--- src/hw/rtl/rlrs_ram.sv ---
// Generic simple dual-port RAM: one write port, one read port, registered read.
// No dependencies.
module rlrs_ram #(
  parameter int unsigned WIDTH = 13,
  parameter int unsigned DEPTH = 256
) (
  input  logic                                     clk,
  input  logic                                     we,
  input  logic [(DEPTH > 1 ? $clog2(DEPTH) : 1)-1:0] waddr,
  input  logic [WIDTH-1:0]                         wdata,
  input  logic [(DEPTH > 1 ? $clog2(DEPTH) : 1)-1:0] raddr,
  output logic [WIDTH-1:0]                         rdata
);

  logic [WIDTH-1:0] mem [DEPTH];

  always_ff @(posedge clk) begin
    if (we) begin
      mem[waddr] <= wdata;
    end
    rdata <= mem[raddr];
  end

endmodule

--- config.mk ---
export PLATFORM = sky130hd
export DESIGN_NAME = rlrs_ram
export DESIGN_NICKNAME = d
export VERILOG_FILES = /design/src/hw/rtl/rlrs_ram.sv
export SDC_FILE = /design/constraint.sdc
export NUM_CORES = 2
export LEC_CHECK = 0
export BUFFER_PORTS_ARGS = -buffer_cell sky130_fd_sc_hd__buf_2
export CAP_MARGIN = 0
export CORE_ASPECT_RATIO = 0.5
export CORE_MARGIN = 2
export CORE_UTILIZATION = 23
export DETAILED_ROUTE_END_ITERATION = 10
export GPL_ROUTABILITY_DRIVEN = 1
export PLACE_DENSITY_LB_ADDON = 0.12
export SYNTH_ARGS = -nofsm -noshare
export SYNTH_HDL_FRONTEND = slang
export SYNTH_SLANG_ARGS = --single-unit
--- constraint.sdc ---
create_clock -name clk -period 6.9 [get_ports clk]
set_clock_uncertainty 0.2 [all_clocks]
set_input_delay 0.345 -clock clk [delete_from_list [all_inputs] [get_ports clk]]
set_output_delay 0.345 -clock clk [all_outputs]
set_load 0.02 [all_outputs]
Word level (Yosys, flattened, before mapping)
Memory sizes are Yosys's and may differ from the RTL's. A register that Yosys moved wholly into a read port is not among the register bits.
Cells that the tools add are included.
{ "classes": {"n_reduce_logical": 0, "n_shift": 0, "mux": 2, "n_eq_ne": 0, "add_sub_neg": 0, "bitwise_logic": 0, "multipliers": 0, "n_lt_le_gt_ge": 0, "div": 0} }
{ "ops": {"columns": ["cell", "n"], "rows": [
  ["$mux W1", 2]
]} }
{ "totals": {"n_memories": 1, "reg_bits": 0, "mem_bits_rw": 3328, "rom_bits": 0, "output_inout_bits": 13, "latch_bits": 0} }
{ "mem_list": {"columns": ["memory", "depth", "word_bits", "rd", "rd_ports_with_merged_regs", "write_ports", "line", "text"], "rows": [
  ["mem", 256, 13, 1, 1, 1, "15", "logic [WIDTH-1:0] mem [DEPTH];"]
]} }

Longest topological paths before layout
{ "logic_depth": {"depth_word": 2, "depth_mapped": 12, "depth_no_buf": 6} }

Worst setup path before layout
Ideal clock, no wire load.
{ "synth_path": {"path_type": "input-to-reg", "from": "input raddr[0] (netlist name)", "to": "register rdata[5] (read register of mem)", "t_required_ps": 6573, "setup_slack_ps": 4277, "cell_stages": 9, "setup_ps": 127, "t_arrival_ps": 2295, "path_buffers": 3, "path_cell_list": "buf_6 -> buf_6 -> buf_2 -> mux4_2 -> mux4_2 -> nand2_1 -> nand2_1 -> a211oi_1 -> nor4_2"} }
{ "synth_rtl": {"columns": ["element", "line", "text"], "rows": [
  ["from (decl)", "11", "input logic [(DEPTH > 1 ? $clog2(DEPTH) : 1)-1:0] raddr,"],
  ["to (decl)", "12", "output logic [WIDTH-1:0] rdata"]
]} }

==> summary.md <==
| Metric | Value |
|---|---|
| Status | `finished clean` |
| Synth Register Bits | `~3300` |
| Residual DRC | `0` |
| Yosys cell types | `between 50 and 60` |
| Synthesized area | `roughly 0.13 mm^2` |
| Worst endpoint required time | `between 7 and 8 ns` |
| Root buf cell | `clkbuf_16` |
| Hold Buf Count CTS | `21` |
| Starting Density | `0.232` |
| Clock network fraction of total power | `0.437` |
| Vias in the first global route | `about 64000` |
| Combinational share of power | `0.053` |
| TritonRoute pass-1 iters | `8` |
| Vias | `roughly 62000` |
| Layout Utilization | `0.273` |
| Final Hold Vio Count | `0` |
| Buffers on Ports | `43` |
| Final HPWL DP | `262000 um` |
| Final setup viols | `0` |
| Share of power burned in registers | `0.510` |
| Kind of critical path | `input pin to flop` |
| Register area share after synthesis | `0.780` |
| Top post-synthesis cells by area | `edfxtp_1, mux4_2, mux2i_1` |
| Async set-reset flop share out of synthesis | `0` |
| Static Leak | `roughly 46 nW` |
| Worst Path Max Fanout | `between 50 and 60` |
| Psw | `slightly below 10 mW` |
| Switching Fraction | `0.223` |
| Share of layout cells above drive strength 1 | `0.277` |
| Clock latency at the later pin of the worst-skew pair | `just under 1 ns` |
| Worst-path clk slew | `0.07 ns` |
| Area delta synth->final | `17.7%` |
| Hold WS | `around 0.15 ns` |
| Total of warnings raised by yosys | `0` |
| Peak Freq | `around 240 MHz` |
| ANT nets after route | `0` |
| Die Y | `532 um` |
| Row count | `between 150 and 200` |
| Wire length per cell | `30.5 um` |
| Worst hold-check path type | `input pin to flop` |
| Io pins | `44` |
| Post-CTS Setup Inserts | `0` |
| Die area | `between 0.5 and 0.6 mm^2` |
| First-pass GRT wire length | `around 570000 um` |
| Post-synth EDFFs | `~3300` |
| Final slew viol count | `0` |
| Max-Slew Margin vs Limit | `0.0256` |
| Slew @ Worst Pin | `~1.5 ns` |
| Synth area leader | `edfxtp_1` |
| Via density | `approximately 4.5` |
| Clk buf depth | `4` |
| Core footprint | `about 0.55 mm^2` |
| Most common cell on crit path | `buf_12` |
| TritonCTS clock tree | `done` |
| Share of the synthesized area in the top cell type | `0.778` |
| Antenna violations before repair | `44` |
| Pwr Total | `around 44 mW` |
| Largest net degree at the start of global routing | `about 130` |
| CTS buffer count | `347` |
| Setup TNS | `0 ns` |
| PostCTS Resize Cnt | `0` |
| First DRT Iteration DRCs | `6437` |
| Post-Syn Area per Cell | `about 22 um^2` |
| Max-cap check violation count | `0` |
| Most frequent cells after synthesis | `edfxtp_1, mux4_2, nor2_1, mux2i_1, clkbuf_1` |
| RSZ-0062 raised after global routing | `no` |
| Die Width | `between 1000 and 1500 um` |
| Tcrit/Tclk final | `0.605` |
| GPL Wtd Cong | `~0.76` |
| H-tree levels | `5` |
| Mapped Cells | `approximately 5700` |
| Critical Path Max Stage Delay | `between 1 and 1.5 ns` |
| Syn Nets | `approximately 5800` |
| Total grt overflow | `0` |
| CP arrival | `approximately 4.8 ns` |
| Worst vdd ir | `about 0.18 mV` |
| CTS Sinks | `approximately 3300` |
| Tot GR Track Use | `0.146` |
| Critical Path, Cell by Cell | `buf_12 -> buf_4 -> buf_12 -> mux4_2 -> a22o_1 -> a221oi_1 -> o22ai_1 -> a211oi_1 -> nor4_1` |
| Slowest cell on the critical path | `a211oi_1` |
| Top FF cell, synth | `edfxtp_1` |
| PwrDens | `approximately 290 mW/mm^2` |
| Final net count | `between 6000 and 7000` |
| Crit path launch type | `input pin` |
| WL final | `423000 um` |
| Most frequent cell after synthesis | `edfxtp_1` |
| Endpoint class of the critical path | `flop` |
| Minimum clock period | `4.17 ns` |
| P_int | `between 30 and 40 mW` |
kinds of logic (layout without fill, tap and decap cells):
group / count (synthesis) / count (layout) / synth area share
mux: 1037 / 1037 / 0.158
simple gates: 531 / 531 / 0.0184
other cells: 0 / 13 / 0
flops: 3341 / 3341 / 0.780
buf+inv: 344 / 1053 / 0.0157
compound gates: 476 / 476 / 0.0272
routing by layer:
| layer | GRT usage | wire (um) | vias to the layer above | share of wire |
|---|---|---|---|---|
| li1 | - | - | 25300 | - |
| met4 | 0.0259 | 7120 | 0 | 0.017 |
| met2 | 0.245 | 205000 | 1652 | 0.49 |
| met3 | 0.0192 | 20900 | 424 | 0.050 |
| met1 | 0.204 | 190000 | 34300 | 0.45 |
| met5 | 0 | 0 | - | 0 |
power groups by stage:
stage | Sequential (mW) | Clock, mW | Combinational, mW
2_1_floorplan | 22.8 | 0 | 1.08
3_3_place_gp | 22.9 | 0 | 2.35
3_5_place_dp | 22.9 | 0 | 2.38
4_1_cts | 22.4 | 19.8 | 2.40
5_1_grt | 22.4 | 20.5 | 2.45
6_report | 22.4 | 19.2 | 2.31
worst paths after layout:
| kind | start | endpoint | slack, ns | cells past startpoint |
|---|---|---|---|---|
| max | raddr[0] | rdata[4] | 2.73 | 9 |
| max reg2reg | mem[243][4] | rdata[4] | 3.14 | 6 |
| min reg2reg | mem[63][6] | rdata[6] | 0.94 | 5 |
| min | we | mem[73][12] | 0.15 | 3 |
state kept, by name, summed over array words and instances, names as in the netlist:
name   cells
rdata     13
mem     3328
layout by cell type, fill, tap and decap left out, types with 14 or more instances in the layout:
master,instances
nand4_1,16
nand3_1,19
edfxtp_1,3328
a211oi_1,33
o21ai_0,20
mux4_2,794
o221ai_1,70
a21oi_1,83
buf_4,326
a221oi_1,54
a22oi_1,67
clkbuf_16,355
dlygate4sd3_1,21
buf_12,32
nor2_2,63
clkbuf_1,75
clkinv_1,70
buf_8,14
clkinv_2,57
mux2i_1,241
nand2_1,90
a22o_1,39
bufinv_16,41
nor2b_1,34
buf_2,24
nor3_1,25
nor2_1,214
o22ai_1,42
worst max-delay path, delay by kind of cell:
family / cells / cell delay [ns]
mux: 1 / 0.53
compound gates: 4 / 2.38
simple gates: 1 / 0.19
buf+inv: 3 / 1.15
area by class of cell:
class                   count  area [um^2]
flip-flops and latches   3341       100000
fillers                 54800       403000
clock inverters           198         2210
multi-input cells        2044        26500
clock buffers             433         9210
repair buffers            420         3670
inverters                   2         10.0
diodes                     13         32.5
well taps                7410         9270
metrics by stage:
| step | worst slack, ns | instances | cell area, um^2 |
|---|---|---|---|
| 6_report | 2.73 | 13900 | 151000 |
| 5_1_grt | 2.63 | 13800 | 151000 |
| 4_1_cts | 2.72 | 13800 | 151000 |
| 3_5_place_dp | 1.62 | 13200 | 139000 |
| 3_3_place_gp | 1.54 | 13200 | 139000 |
| 2_1_floorplan | 4.28 | 5729 | 128000 |
(Power assumes the default switching activity.)
